--- src/hdl/dtq_pkg.sv ---
//------------------------------------------------------------------------------
// dtq_pkg: shared constants of the deadline timer queue
// Operation and result codes, default sizes, and the front-to-back command.
//------------------------------------------------------------------------------
package dtq_pkg;

  localparam int unsigned DepthDefault    = 16;
  localparam int unsigned TimeBitsDefault = 48;
  localparam int unsigned UsPerMs         = 1000;

  localparam int unsigned OpW      = 3;
  localparam int unsigned TaskW    = 4;
  localparam int unsigned DelayW   = 32;
  localparam int unsigned KindW    = 3;
  localparam int unsigned WaitMsW  = 39;
  localparam int unsigned PendingW = 5;

  localparam logic [OpW-1:0] OP_SCHEDULE   = 3'd0;
  localparam logic [OpW-1:0] OP_WAIT       = 3'd1;
  localparam logic [OpW-1:0] OP_UNSCHEDULE = 3'd2;
  localparam logic [OpW-1:0] OP_RUN        = 3'd3;
  localparam logic [OpW-1:0] OP_DRAIN      = 3'd4;

  localparam logic [KindW-1:0] KIND_DONE     = 3'd0;
  localparam logic [KindW-1:0] KIND_RELEASED = 3'd1;
  localparam logic [KindW-1:0] KIND_NEXT     = 3'd2;
  localparam logic [KindW-1:0] KIND_EMPTY    = 3'd3;
  localparam logic [KindW-1:0] KIND_FULL     = 3'd4;

  // Classified command codes handed from the front to the back.
  localparam logic [2:0] CMD_INSERT = 3'd0;
  localparam logic [2:0] CMD_REMOVE = 3'd1;
  localparam logic [2:0] CMD_RUN    = 3'd2;
  localparam logic [2:0] CMD_DRAIN  = 3'd3;
  localparam logic [2:0] CMD_NOP    = 3'd4;

endpackage

--- src/hdl/dtq_front.sv ---
//------------------------------------------------------------------------------
// dtq_front: command decoder
// Accepts an input beat, computes the wait deadline, and pushes a command.
//------------------------------------------------------------------------------
module dtq_front #(
  parameter int unsigned TimeBits = dtq_pkg::TimeBitsDefault
) (
  input  logic                        clk_i,
  input  logic                        rst_ni,
  input  logic                        in_valid,
  output logic                        in_ready,
  input  logic [dtq_pkg::OpW-1:0]     op_i,
  input  logic [dtq_pkg::TaskW-1:0]   task_id_i,
  input  logic [TimeBits-1:0]         deadline_us_i,
  input  logic [dtq_pkg::DelayW-1:0]  delay_ms_i,
  input  logic [TimeBits-1:0]         now_us_i,
  output logic                        cmd_valid_o,
  input  logic                        cmd_ready_i,
  output logic [2:0]                  cmd_code_o,
  output logic [dtq_pkg::TaskW-1:0]   cmd_task_o,
  output logic [TimeBits-1:0]         cmd_time_o
);

  // Stage 1 holds the beat and forms the product; stage 2 adds and saturates.
  localparam int unsigned ProdW = dtq_pkg::DelayW + 10;
  localparam int unsigned SumW  = (ProdW > TimeBits ? ProdW : TimeBits) + 1;

  logic                       s1_q;
  logic [2:0]                 s1_code_q;
  logic [dtq_pkg::TaskW-1:0]  s1_task_q;
  logic [TimeBits-1:0]        s1_time_q;
  logic                       s1_wait_q;
  logic                       s1_zero_q;
  logic [ProdW-1:0]           s1_prod_q;
  logic                       s2_q;
  logic [2:0]                 s2_code_q;
  logic [dtq_pkg::TaskW-1:0]  s2_task_q;
  logic [TimeBits-1:0]        s2_time_q;
  logic [2:0]                 code_d;
  logic [SumW-1:0]            sum;
  logic [TimeBits-1:0]        wait_dl;
  logic                       adv2;
  logic                       adv1;

  assign adv2     = !s2_q || cmd_ready_i;
  assign adv1     = !s1_q || adv2;
  assign in_ready = adv1;

  always_comb begin
    case (op_i)
      dtq_pkg::OP_SCHEDULE,
      dtq_pkg::OP_WAIT:       code_d = dtq_pkg::CMD_INSERT;
      dtq_pkg::OP_UNSCHEDULE: code_d = dtq_pkg::CMD_REMOVE;
      dtq_pkg::OP_RUN:        code_d = dtq_pkg::CMD_RUN;
      dtq_pkg::OP_DRAIN:      code_d = dtq_pkg::CMD_DRAIN;
      default:                code_d = dtq_pkg::CMD_NOP;
    endcase
  end

  assign sum = SumW'(s1_time_q) + SumW'(s1_prod_q);
  always_comb begin
    if (s1_zero_q) begin
      wait_dl = '0;
    end else if (sum[SumW-1:TimeBits] != '0) begin
      wait_dl = '1;
    end else begin
      wait_dl = sum[TimeBits-1:0];
    end
  end

  always_ff @(posedge clk_i or negedge rst_ni) begin
    if (!rst_ni) begin
      s1_q <= 1'b0;
      s2_q <= 1'b0;
    end else begin
      if (adv1) s1_q <= in_valid;
      if (adv2) s2_q <= s1_q;
    end
  end

  always_ff @(posedge clk_i) begin
    if (adv1 && in_valid) begin
      s1_code_q <= code_d;
      s1_task_q <= task_id_i;
      s1_wait_q <= (op_i == dtq_pkg::OP_WAIT);
      s1_zero_q <= (delay_ms_i == '0);
      s1_prod_q <= ProdW'(delay_ms_i) * ProdW'(dtq_pkg::UsPerMs);
      s1_time_q <= (op_i == dtq_pkg::OP_SCHEDULE) ? deadline_us_i : now_us_i;
    end
    if (adv2 && s1_q) begin
      s2_code_q <= s1_code_q;
      s2_task_q <= s1_task_q;
      s2_time_q <= s1_wait_q ? wait_dl : s1_time_q;
    end
  end

  assign cmd_valid_o = s2_q;
  assign cmd_code_o  = s2_code_q;
  assign cmd_task_o  = s2_task_q;
  assign cmd_time_o  = s2_time_q;

endmodule

--- src/hdl/dtq_back.sv ---
//------------------------------------------------------------------------------
// dtq_back: sorted store and its sequencer
// Removes and inserts one entry per cycle step and emits result beats.
//------------------------------------------------------------------------------
module dtq_back #(
  parameter int unsigned Depth    = dtq_pkg::DepthDefault,
  parameter int unsigned TimeBits = dtq_pkg::TimeBitsDefault
) (
  input  logic                           clk_i,
  input  logic                           rst_ni,
  input  logic                           cmd_valid_i,
  output logic                           cmd_ready_o,
  input  logic [2:0]                     cmd_code_i,
  input  logic [dtq_pkg::TaskW-1:0]      cmd_task_i,
  input  logic [TimeBits-1:0]            cmd_time_i,
  output logic                           out_valid,
  input  logic                           out_ready,
  output logic [dtq_pkg::KindW-1:0]      kind_o,
  output logic [dtq_pkg::TaskW-1:0]      task_id_out_o,
  output logic [dtq_pkg::WaitMsW-1:0]    wait_ms_o,
  output logic [dtq_pkg::PendingW-1:0]   pending_o,
  output logic                           last_o
);

  localparam int unsigned CntW = $clog2(Depth + 1);
  localparam int unsigned IdxW = (Depth > 1) ? $clog2(Depth) : 1;

  // The divide by 1000 runs a byte per cycle. Each step divides a value
  // below 1000 * 256: it is shifted down by three and then divided by 125
  // through a reciprocal multiply, which is exact for 15-bit operands.
  localparam int unsigned DigW     = 8;
  localparam int unsigned Steps    = (TimeBits + DigW - 1) / DigW;
  localparam int unsigned PadW     = Steps * DigW;
  localparam int unsigned RemW     = 10;
  localparam int unsigned CurW     = RemW + DigW;
  localparam int unsigned StepW    = $clog2(Steps + 1);
  localparam logic [15:0] Recip125 = 16'd33555;

  localparam logic [2:0] ST_IDLE   = 3'd0;
  localparam logic [2:0] ST_FIND   = 3'd1;
  localparam logic [2:0] ST_INS    = 3'd2;
  localparam logic [2:0] ST_RUN    = 3'd3;
  localparam logic [2:0] ST_DIV    = 3'd4;
  localparam logic [2:0] ST_EMIT   = 3'd5;

  // The store is a register file: each entry is shifted by its neighbor
  // in parallel, so the whole insert or remove shift is done in one state.
  logic [dtq_pkg::TaskW-1:0] task_q [Depth];
  logic [TimeBits-1:0]       dl_q   [Depth];
  logic [CntW-1:0]           cnt_q;
  logic [2:0]                st_q;
  logic [2:0]                code_q;
  logic [dtq_pkg::TaskW-1:0] tid_q;
  logic [TimeBits-1:0]       tm_q;
  logic [RemW-1:0]           rem_q;
  logic [PadW-1:0]           div_q;
  logic [StepW-1:0]          dcnt_q;

  logic                      ov_q;
  logic [dtq_pkg::KindW-1:0] ok_q;
  logic [dtq_pkg::TaskW-1:0] ot_q;
  logic [dtq_pkg::WaitMsW-1:0] ow_q;
  logic [dtq_pkg::PendingW-1:0] op_q;
  logic                      ol_q;

  logic [Depth-1:0] hit;
  logic [Depth-1:0] after;
  logic             found;
  logic [IdxW-1:0]  hit_idx;
  logic [IdxW-1:0]  ins_idx;
  logic [CntW-1:0]  ins_pos;
  logic             out_free;
  logic [CurW-1:0]  cur;
  logic [29:0]      prod;
  logic [DigW-1:0]  digit;
  logic [RemW-1:0]  rem_next;

  assign out_free = !ov_q || out_ready;

  always_comb begin
    found   = 1'b0;
    hit_idx = '0;
    ins_pos = cnt_q;
    for (int i = 0; i < Depth; i++) begin
      hit[i]   = (CntW'(i) < cnt_q) && (task_q[i] == tid_q);
      after[i] = (CntW'(i) < cnt_q) && (dl_q[i] > tm_q);
    end
    for (int i = Depth - 1; i >= 0; i--) begin
      if (hit[i]) begin
        found   = 1'b1;
        hit_idx = IdxW'(i);
      end
      if (after[i]) ins_pos = CntW'(i);
    end
    ins_idx = ins_pos[IdxW-1:0];
  end

  assign cur      = {rem_q, div_q[PadW-1 -: DigW]};
  assign prod     = 30'(cur[CurW-1:3]) * 30'(Recip125);
  assign digit    = prod[29:22];
  assign rem_next = RemW'(cur - CurW'(digit) * CurW'(dtq_pkg::UsPerMs));

  // A new command waits until the previous result beat has left.
  assign cmd_ready_o = (st_q == ST_IDLE) && out_free;

  always_ff @(posedge clk_i or negedge rst_ni) begin
    if (!rst_ni) begin
      st_q  <= ST_IDLE;
      cnt_q <= '0;
      ov_q  <= 1'b0;
    end else begin
      if (ov_q && out_ready) ov_q <= 1'b0;
      case (st_q)
        ST_IDLE: begin
          if (cmd_valid_i && cmd_ready_o) begin
            case (cmd_code_i)
              dtq_pkg::CMD_INSERT,
              dtq_pkg::CMD_REMOVE: st_q <= ST_FIND;
              dtq_pkg::CMD_RUN,
              dtq_pkg::CMD_DRAIN:  st_q <= ST_RUN;
              default:             st_q <= ST_EMIT;
            endcase
          end
        end
        ST_FIND: begin
          if (found) cnt_q <= cnt_q - 1'b1;
          if (code_q == dtq_pkg::CMD_INSERT) st_q <= ST_INS;
          else st_q <= ST_EMIT;
        end
        ST_INS: begin
          if (cnt_q != CntW'(Depth)) cnt_q <= cnt_q + 1'b1;
          st_q <= ST_EMIT;
        end
        ST_RUN: begin
          if (out_free) begin
            ov_q <= 1'b1;
            if (cnt_q != '0 &&
                (code_q == dtq_pkg::CMD_DRAIN || dl_q[0] <= tm_q)) begin
              cnt_q <= cnt_q - 1'b1;
            end else if (code_q == dtq_pkg::CMD_RUN && cnt_q != '0) begin
              ov_q <= 1'b0;
              st_q <= ST_DIV;
            end else begin
              st_q <= ST_IDLE;
            end
          end
        end
        ST_DIV: begin
          if (dcnt_q == '0 && out_free) begin
            ov_q <= 1'b1;
            st_q <= ST_IDLE;
          end
        end
        ST_EMIT: begin
          if (out_free) begin
            ov_q <= 1'b1;
            st_q <= ST_IDLE;
          end
        end
        default: st_q <= ST_IDLE;
      endcase
    end
  end

  always_ff @(posedge clk_i) begin
    case (st_q)
      ST_IDLE: begin
        if (cmd_valid_i && cmd_ready_o) begin
          code_q <= cmd_code_i;
          tid_q  <= cmd_task_i;
          tm_q   <= cmd_time_i;
          ok_q   <= dtq_pkg::KIND_DONE;
        end
      end
      ST_FIND: begin
        if (found) begin
          for (int i = 0; i < Depth - 1; i++) begin
            if (IdxW'(i) >= hit_idx) begin
              task_q[i] <= task_q[i+1];
              dl_q[i]   <= dl_q[i+1];
            end
          end
        end
      end
      ST_INS: begin
        if (cnt_q == CntW'(Depth)) begin
          ok_q <= dtq_pkg::KIND_FULL;
        end else begin
          for (int i = 1; i < Depth; i++) begin
            if (IdxW'(i) > ins_idx) begin
              task_q[i] <= task_q[i-1];
              dl_q[i]   <= dl_q[i-1];
            end
          end
          task_q[ins_idx] <= tid_q;
          dl_q[ins_idx]   <= tm_q;
        end
      end
      ST_RUN: begin
        if (out_free) begin
          ow_q <= '0;
          ot_q <= '0;
          if (cnt_q != '0 &&
              (code_q == dtq_pkg::CMD_DRAIN || dl_q[0] <= tm_q)) begin
            ok_q <= dtq_pkg::KIND_RELEASED;
            ot_q <= task_q[0];
            ol_q <= 1'b0;
            op_q <= dtq_pkg::PendingW'(cnt_q - 1'b1);
            for (int i = 0; i < Depth - 1; i++) begin
              task_q[i] <= task_q[i+1];
              dl_q[i]   <= dl_q[i+1];
            end
          end else begin
            ol_q <= 1'b1;
            op_q <= dtq_pkg::PendingW'(cnt_q);
            if (code_q == dtq_pkg::CMD_DRAIN) ok_q <= dtq_pkg::KIND_DONE;
            else if (cnt_q == '0) ok_q <= dtq_pkg::KIND_EMPTY;
            else begin
              ok_q   <= dtq_pkg::KIND_NEXT;
              div_q  <= PadW'(dl_q[0] - tm_q);
              rem_q  <= '0;
              dcnt_q <= StepW'(Steps);
            end
          end
        end
      end
      ST_DIV: begin
        if (dcnt_q != '0) begin
          dcnt_q <= dcnt_q - 1'b1;
          div_q  <= {div_q[PadW-DigW-1:0], digit};
          rem_q  <= rem_next;
        end else begin
          ow_q <= dtq_pkg::WaitMsW'(div_q);
        end
      end
      ST_EMIT: begin
        if (out_free) begin
          ot_q <= '0;
          ow_q <= '0;
          ol_q <= 1'b1;
          op_q <= dtq_pkg::PendingW'(cnt_q);
        end
      end
      default: ;
    endcase
  end

  assign out_valid     = ov_q;
  assign kind_o        = ok_q;
  assign task_id_out_o = ot_q;
  assign wait_ms_o     = ow_q;
  assign pending_o     = op_q;
  assign last_o        = ol_q;

endmodule

--- src/hdl/deadline_timer_queue.sv ---
//------------------------------------------------------------------------------
// deadline_timer_queue: sorted deadline timer queue
// Keeps task ids ordered by wake deadline; releases due ones, or all on drain.
//------------------------------------------------------------------------------
//  Channel | Handshake              | Beat
//  input   | in_valid / in_ready    | op, task id, deadline, delay, now
//  output  | out_valid / out_ready  | kind, task id, wait ms, pending, last
//
// A front stage decodes each input beat and computes the wait deadline in
// two pipelined steps, then hands a command to the back sequencer, which
// owns the sorted store. In the back, schedule and wait pass through find,
// insert and emit, and unschedule through find and emit; run and drain
// take the command and then give one result beat each time the output is
// free, and a run that reports time to the next deadline then divides by
// 1000 a byte at a time. Reset clears the entry count, the state and the
// valid flags only; no clearing pass is needed. A stalled output holds the
// back, and the front keeps accepting up to two beats meanwhile.
module deadline_timer_queue #(
  parameter int unsigned DEPTH     = dtq_pkg::DepthDefault,
  parameter int unsigned TIME_BITS = dtq_pkg::TimeBitsDefault
) (
  input  logic                          clk_i,
  input  logic                          rst_ni,
  input  logic                          in_valid,
  output logic                          in_ready,
  input  logic [dtq_pkg::OpW-1:0]       op_i,
  input  logic [dtq_pkg::TaskW-1:0]     task_id_i,
  input  logic [TIME_BITS-1:0]          deadline_us_i,
  input  logic [dtq_pkg::DelayW-1:0]    delay_ms_i,
  input  logic [TIME_BITS-1:0]          now_us_i,
  output logic                          out_valid,
  input  logic                          out_ready,
  output logic [dtq_pkg::KindW-1:0]     kind_o,
  output logic [dtq_pkg::TaskW-1:0]     task_id_out_o,
  output logic [dtq_pkg::WaitMsW-1:0]   wait_ms_o,
  output logic [dtq_pkg::PendingW-1:0]  pending_o,
  output logic                          last_o
);

  logic                       cmd_valid;
  logic                       cmd_ready;
  logic [2:0]                 cmd_code;
  logic [dtq_pkg::TaskW-1:0]  cmd_task;
  logic [TIME_BITS-1:0]       cmd_time;

  dtq_front #(.TimeBits(TIME_BITS)) u_front (
    .clk_i, .rst_ni, .in_valid, .in_ready,
    .op_i, .task_id_i, .deadline_us_i, .delay_ms_i, .now_us_i,
    .cmd_valid_o(cmd_valid), .cmd_ready_i(cmd_ready),
    .cmd_code_o(cmd_code), .cmd_task_o(cmd_task), .cmd_time_o(cmd_time)
  );

  dtq_back #(.Depth(DEPTH), .TimeBits(TIME_BITS)) u_back (
    .clk_i, .rst_ni,
    .cmd_valid_i(cmd_valid), .cmd_ready_o(cmd_ready),
    .cmd_code_i(cmd_code), .cmd_task_i(cmd_task), .cmd_time_i(cmd_time),
    .out_valid, .out_ready, .kind_o, .task_id_out_o, .wait_ms_o,
    .pending_o, .last_o
  );

endmodule
--- config.mk ---
export PLATFORM = sky130hd
export DESIGN_NAME = deadline_timer_queue
export DESIGN_NICKNAME = d
export VERILOG_FILES = /design/src/hdl/dtq_pkg.sv /design/src/hdl/dtq_front.sv /design/src/hdl/dtq_back.sv /design/src/hdl/deadline_timer_queue.sv
export SDC_FILE = /design/constraint.sdc
export NUM_CORES = 2
export LEC_CHECK = 0
export BUFFER_PORTS_ARGS = -buffer_cell sky130_fd_sc_hd__clkbuf_2
export CAP_MARGIN = 40
export CORE_MARGIN = 2
export CORE_UTILIZATION = 60
export CTS_CLUSTER_SIZE = 20
export DETAILED_ROUTE_END_ITERATION = 16
export PLACE_DENSITY = 0.79
export SYNTH_ARGS = -nofsm -noshare
export SYNTH_HDL_FRONTEND = slang
export SYNTH_HIERARCHICAL = 1
export SYNTH_SLANG_ARGS = --single-unit
--- constraint.sdc ---
create_clock -name clk_i -period 14.7 [get_ports clk_i]
set_input_delay 0.735 -clock clk_i [delete_from_list [all_inputs] [get_ports clk_i]]
set_output_delay 0.735 -clock clk_i [all_outputs]
set_load 0.1 [all_outputs]
Word-level counts from Yosys, hierarchy flattened
Memory sizes are Yosys's and may differ from the RTL's.
Index checks and enable logic that the tools add are counted.
{"block": "totals", "mem_count": 2, "regBits": 330, "ramBits": 832, "rom_bits": 0, "latch_bits": 0, "word_cells": 579, "inputBits": 139}
{"block": "classes", "n_lt_le_gt_ge": 63, "mul": 3, "n_div": 0, "reduce_logical": 74, "n_addsub": 6, "n_eq_ne": 45, "mux": 303, "shifts": 0, "n_bitwise": 58}
{"name": "u_back.dl_q", "words": 16, "word_bits": 48, "read_ports": 16, "rd_clocked_by_memory_dff": 0, "write_ports": 16, "line": "dtq_back.sv:49", "text": "logic [TimeBits-1:0] dl_q [Depth];"}
{"name": "u_back.task_q", "words": 16, "word_bits": 4, "read_ports": 16, "rd_clocked_by_memory_dff": 0, "write_ports": 16, "line": "dtq_back.sv:48", "text": "logic [dtq_pkg::TaskW-1:0] task_q [Depth];"}
{"cell": "48-bit two-way mux", "n": 39}
{"cell": "48-bit greater-than comparator", "n": 16}
{"cell": "4-bit two-way mux", "n": 67}
{"cell": "1-bit two-way mux", "n": 155}
{"cell": "48-bit case mux with 2 select lines", "n": 1}
{"cell": "39-bit two-way mux", "n": 2}
{"cell": "39-bit case mux with 2 select lines", "n": 1}
{"cell": "4-bit == test", "n": 16}
{"cell": "1-bit OR", "n": 58}
{"cell": "3-bit two-way mux", "n": 17}
{"cell": "10-bit two-way mux", "n": 5}
{"cell": "48-bit by 42-bit adder with 49-bit output", "n": 1}
{"cell": "48-bit less-or-equal comparator", "n": 1}
{"cell": "48-bit OR reduction", "n": 1}
{"cell": "48-bit subtractor", "n": 1}
{"cell": "1-bit logical AND", "n": 40}
{"cell": "4-bit by 5-bit less-than comparator with 1-bit output, first input constant", "n": 8}
{"cell": "32-bit by 7-bit multiplier with 39-bit output, second input constant", "n": 1}
{"cell": "4-bit greater-than comparator, first input constant", "n": 8}
{"cell": "32-bit zero test", "n": 1}
{"cell": "15-bit by 16-bit multiplier with 30-bit output, second input constant", "n": 1}
{"cell": "4-bit greater-or-equal comparator, first input constant", "n": 7}
{"cell": "5-bit two-way mux", "n": 5}
{"cell": "3-bit by 2-bit == test with 1-bit output, second input constant", "n": 8}
{"cell": "44 further kinds", "n": 92}

Logic depth before layout (Yosys ltp)
An unclocked memory read counts as a cell.
{"block": "depth", "ltp_word": 26, "mapped_depth": 34, "ltp_nobuf": 34}

By module
Netlist, hierarchy kept.
{"mod": "dtq_back", "area_per_inst_um2": 71768.8, "cells_each": 6707, "instances": 1}
{"mod": "dtq_front", "area_per_inst_um2": 13799.5, "cells_each": 1265, "instances": 1}

Least setup slack after synthesis
OpenSTA, ideal clock, no wires.
{"block": "synth_timing", "path_type": "register to register", "from": "register u_back.rem_q[9]", "to": "register u_back.rem_q[9] (data pin)", "path_stages_with_launch": 31, "period_less_slack_ps": 8236, "arrival_time_ps": 7970, "path_slack_ps": 6464, "path_cell_list": "edfxtp_1 > ha_1 > inv_1 > fa_1 > inv_1 > fa_1 > fa_1 > fa_1 > inv_1 > ha_1 > ha_1 > or4_1 > a211oi_1 > o21a_1 > o221ai_1 > o41ai_1 > xnor2_1 > ha_1 > ha_1 > inv_1 > fa_1 > fa_1 > inv_1 > ha_1 > xnor2_1 > ha_1 > a21oi_1 > xnor2_1 > xnor3_1 > xnor3_1 > nor2_1"}
{"block": "synth_via", "elab_chain_cells": 5}
{"item": "start: declaration", "line": "dtq_back.sv:55", "text": "logic [RemW-1:0] rem_q;"}
{"item": "start signal: assignment", "line": "dtq_back.sv:231", "text": "rem_q <= rem_next;"}
{"item": "15-bit by 16-bit multiplier with 30-bit output", "line": "dtq_back.sv:99", "text": "assign prod = 30'(cur[CurW-1:3]) * 30'(Recip125);"}
{"item": "8-bit by 7-bit multiplier with 7-bit output", "line": "dtq_back.sv:101", "text": "assign rem_next = RemW'(cur - CurW'(digit) * CurW'(dtq_pkg::UsPerMs));"}
{"item": "10-bit subtractor", "line": "dtq_back.sv:101"}
{"item": "10-bit two-way mux", "line": "dtq_back.sv:228", "text": "if (dcnt_q != '0) begin"}
{"item": "10-bit case mux with 2 select lines", "line": "dtq_back.sv:166", "text": "case (st_q)"}
Every way passes these cells. The select of a mux whose other input is x is not followed.
A chain may end at the register's enable or synchronous reset.

Worst setup path in the final report
{"block": "layout_timing", "from": "register u_back.rem_q[8]", "to": "register u_back.rem_q[9] (data pin)"}
The elaborated chain is that of the path after synthesis.

==> metrics.md <==
| Metric | Value |
|---|---|
| Finished Layout Cells | `slightly above 10000` |
| Clock Sinks | `1162` |
| Crit-path max cell delay | `550 ps` |
| Top cell type's share of synthesized area | `about two fifths` |
| Share of layout cells above drive strength 1 | `9.11%` |
| Initial Util | `around three fifths` |
| Max Slew Vio Count | `0` |
| CP most frequent cell | `ha_1` |
| Initial antenna violation count | `3` |
| Yosys reg bits | `1162` |
| Startpoint types | `flip-flop` |
| Sequential area share after synthesis | `40.7%` |
| Largest net degree at the start of global routing | `105` |
| Die Wd | `382 um` |
| Register area | `34800 sq um` |
| Gate Count Post-Synth | `7972` |
| RSZ-0062 raised after global routing | `false` |
| CP top delay family | `adder cells` |
| Vias | `65100` |
| Post-synth ARST share | `0.947%` |
| Pre-CTS setup slack | `5750 ps` |
| Final period util | `60.8%` |
| Via-per-instance ratio | `6.46` |
| Dpl hpwl | `190000 um` |
| Vias in the first global route | `64500` |
| Largest fanout on the critical path | `5` |
| Drt wl/cell | `24.4 um` |
| CTS tree | `done` |
| Area Growth Syn to Fin | `9.25%` |
| Number of remaining DRC errors | `0` |
| Setup slack after layout | `~5800 ps` |
| Core Region | `approximately 140000 sq um` |
| Die area | `approximately 150000 sq um` |
| H-tree levels | `4` |
| Synth top cells by count | `1151 x edfxtp_1, 1043 x ha_1, 844 x mux2i_1` |
| Placed cell count | `9842` |
| CP max stage cell | `fa_1` |
| Net Count, Synth | `approximately 9300` |
| CTS max path bufs | `3` |
| Max cap viols | `0` |
| Most common cell in the netlist | `edfxtp_1` |
| Placer Congestion | `0.972` |
| DRT antenna net count | `0` |
| Finish-stage setup viols | `0` |
| Crit path time final | `8930 ps` |
| Yosys warns | `6` |
| Gr usage total | `33.4%` |
| Synth Cell Area | `85600 sq um` |
| CTS buffer count | `133` |
| Ports | `a little under 200` |
| Total grt overflow | `0` |
| Status | `finished clean` |
| Iter 0 DRT Violations | `6311` |
| Resized Gates After CTS | `0` |
| Clk_lat worst skew | `790 ps` |
| Standard-cell rows | `~140` |
| Die height | `382 um` |
| Min-delay worst type | `input pin to flip-flop` |
| Syn_area_per_cell | `between 10 and 15 sq um` |
| Critical Path End Type | `flip-flop` |
| Sum Neg Setup Slack | `0 ps` |
| Area of the multi-input gates | `47700 sq um` |
| Worst relative slew slack | `~28%` |
| Critical Path RT | `15200 ps` |
| Fin Clk Skew | `33.3 ps` |
| Final Hold Violating Endpoints | `0` |
| Number of enable flip-flop cells after synthesis | `1151` |
| Aggregate routed wire length | `246000 um` |
| Filler cells | `10900` |
| Worst-Margin Slew | `1070 ps` |
| Yosys top cell by area | `edfxtp_1` |
| Port buffer count | `192` |
| Critical path class | `flip-flop to flip-flop` |
| Synth area leaders | `edfxtp_1 40%, ha_1 15%, mux2i_1 9.9%, fa_1 3.7%, o21ai_0 3.6%` |
| Buffers & Inverters on Critical Path | `6` |
| Detailed Routing Iterations Pass 1 | `8` |
| Clock Tree Root | `clkbuf_16` |
| Clock transition at path regs | `approximately 60 ps` |
| First-pass GRT wire length | `378000 um` |
| # nets final | `9429` |
| Main flop type after synthesis | `edfxtp_1` |
| Arrival time at the worst endpoint | `between 9000 and 10000 ps` |
| Achievable Freq | `between 100 and 150 MHz` |
| Number of library cell types mapped by synthesis | `100` |
[per-layer routing]
layer / vias to the layer above / GRT usage (%) / routed length (um)
met5: - / 0 / 13
met4: 2 / 16.1 / 13400
met3: 531 / 4.77 / 19600
met2: 2953 / 55.1 / 116000
met1: 31500 / 43.4 / 97400
li1: 30100 / - / -
[worst paths after layout]
path,from,endpoint,slack (ps),depth (start not counted)
max,u_back/rem_q[8],u_back/rem_q[9],5770,32
min,task_id_i[2],u_front/s1_task_q[2],140,1
max reg2reg,u_back/rem_q[8],u_back/rem_q[9],5770,32
min reg2reg,u_front/cmd_time_o[36],u_back/tm_q[36],420,0
max in group asynchronous,rst_ni,u_back/st_q[0],13940,2
min in group asynchronous,rst_ni,u_back/cnt_q[4],460,2
[placed cells by master, fill, tap and decap left out, types with 31 or more instances in the layout]
| cell type | synthesis | final |
|---|---|---|
| inv_1 | 376 | 375 |
| nand2b_1 | 40 | 37 |
| buf_4 | 10 | 136 |
| mux2i_1 | 844 | 844 |
| nand2_1 | 697 | 690 |
| nor2_1 | 365 | 363 |
| a21o_1 | 143 | 142 |
| nor2b_1 | 31 | 31 |
| and2_1 | 69 | 66 |
| mux2_2 | 105 | 105 |
| nand3_1 | 150 | 146 |
| and4_1 | 33 | 33 |
| a211oi_1 | 53 | 53 |
| edfxtp_1 | 1151 | 1151 |
| fa_1 | 158 | 158 |
| a31oi_1 | 37 | 37 |
| xor2_1 | 69 | 69 |
| o21ai_0 | 615 | 610 |
| nand4_1 | 140 | 140 |
| o21ai_1 | 44 | 44 |
| a21oi_1 | 612 | 612 |
| nor3_1 | 101 | 96 |
| ha_1 | 1043 | 1043 |
| and3_1 | 37 | 37 |
| clkbuf_2 | 0 | 192 |
| mux2_1 | 40 | 40 |
| clkinv_1 | 47 | 78 |
| xnor2_1 | 123 | 123 |
| o211ai_1 | 51 | 51 |
| clkbuf_16 | 0 | 139 |
[registers in the layout (all words and copies together), names as in the netlist, 39 cells and up]
register,count
u_back/div_q,48
u_back/dl_q,768
u_back/task_q,64
u_back/tm_q,48
u_back/wait_ms_o,39
u_front/cmd_time_o,48
u_front/s1_prod_q,39
u_front/s1_time_q,48
[layout make-up]
| cell class | instances | area share (%) |
|---|---|---|
| Multi-Input combinational cell | 6008 | 51.1 |
| Sequential cell | 1162 | 37.3 |
| Timing Repair Buffer | 361 | 2.80 |
| Tap cell | 1890 | 2.53 |
| Clock buffer | 164 | 3.85 |
| Antenna cell | 1 | 0.00268 |
| Inverter | 423 | 1.70 |
| Clock inverter | 72 | 0.778 |
[logic make-up (layout without fill, tap and decap cells)]
family / after synthesis / in the layout / synth area share (%)
other: 0 / 1 / 0
adder cells (fa/ha/maj): 1201 / 1201 / 18.9
buffers and inverters: 802 / 1020 / 3.87
AO/OA/AOI/OAI: 1838 / 1838 / 12.8
XOR/XNOR: 194 / 194 / 2.02
multiplexers: 993 / 993 / 11.9
flip-flops: 1162 / 1162 / 40.7
AND/OR/NAND/NOR: 1782 / 1782 / 9.81
[repair_timing]
action / CTS / global route
hold buffers: 1 / 0
buffers inserted: 0 / 0
endpoints found under the hold margin: 11 / 0
[stage by stage]
stage,utilization (%),area [sq um],hold slack [ps]
CTS,66.0,93500,94.5
finish,66.0,93500,142
detailed placement,62.9,89100,405
global route,66.0,93500,117
global placement,62.5,88500,401
floorplan,-,85600,400
Power is not shown: default switching activity piles up to over one toggle a cycle in this logic, so the estimate is an artifact.
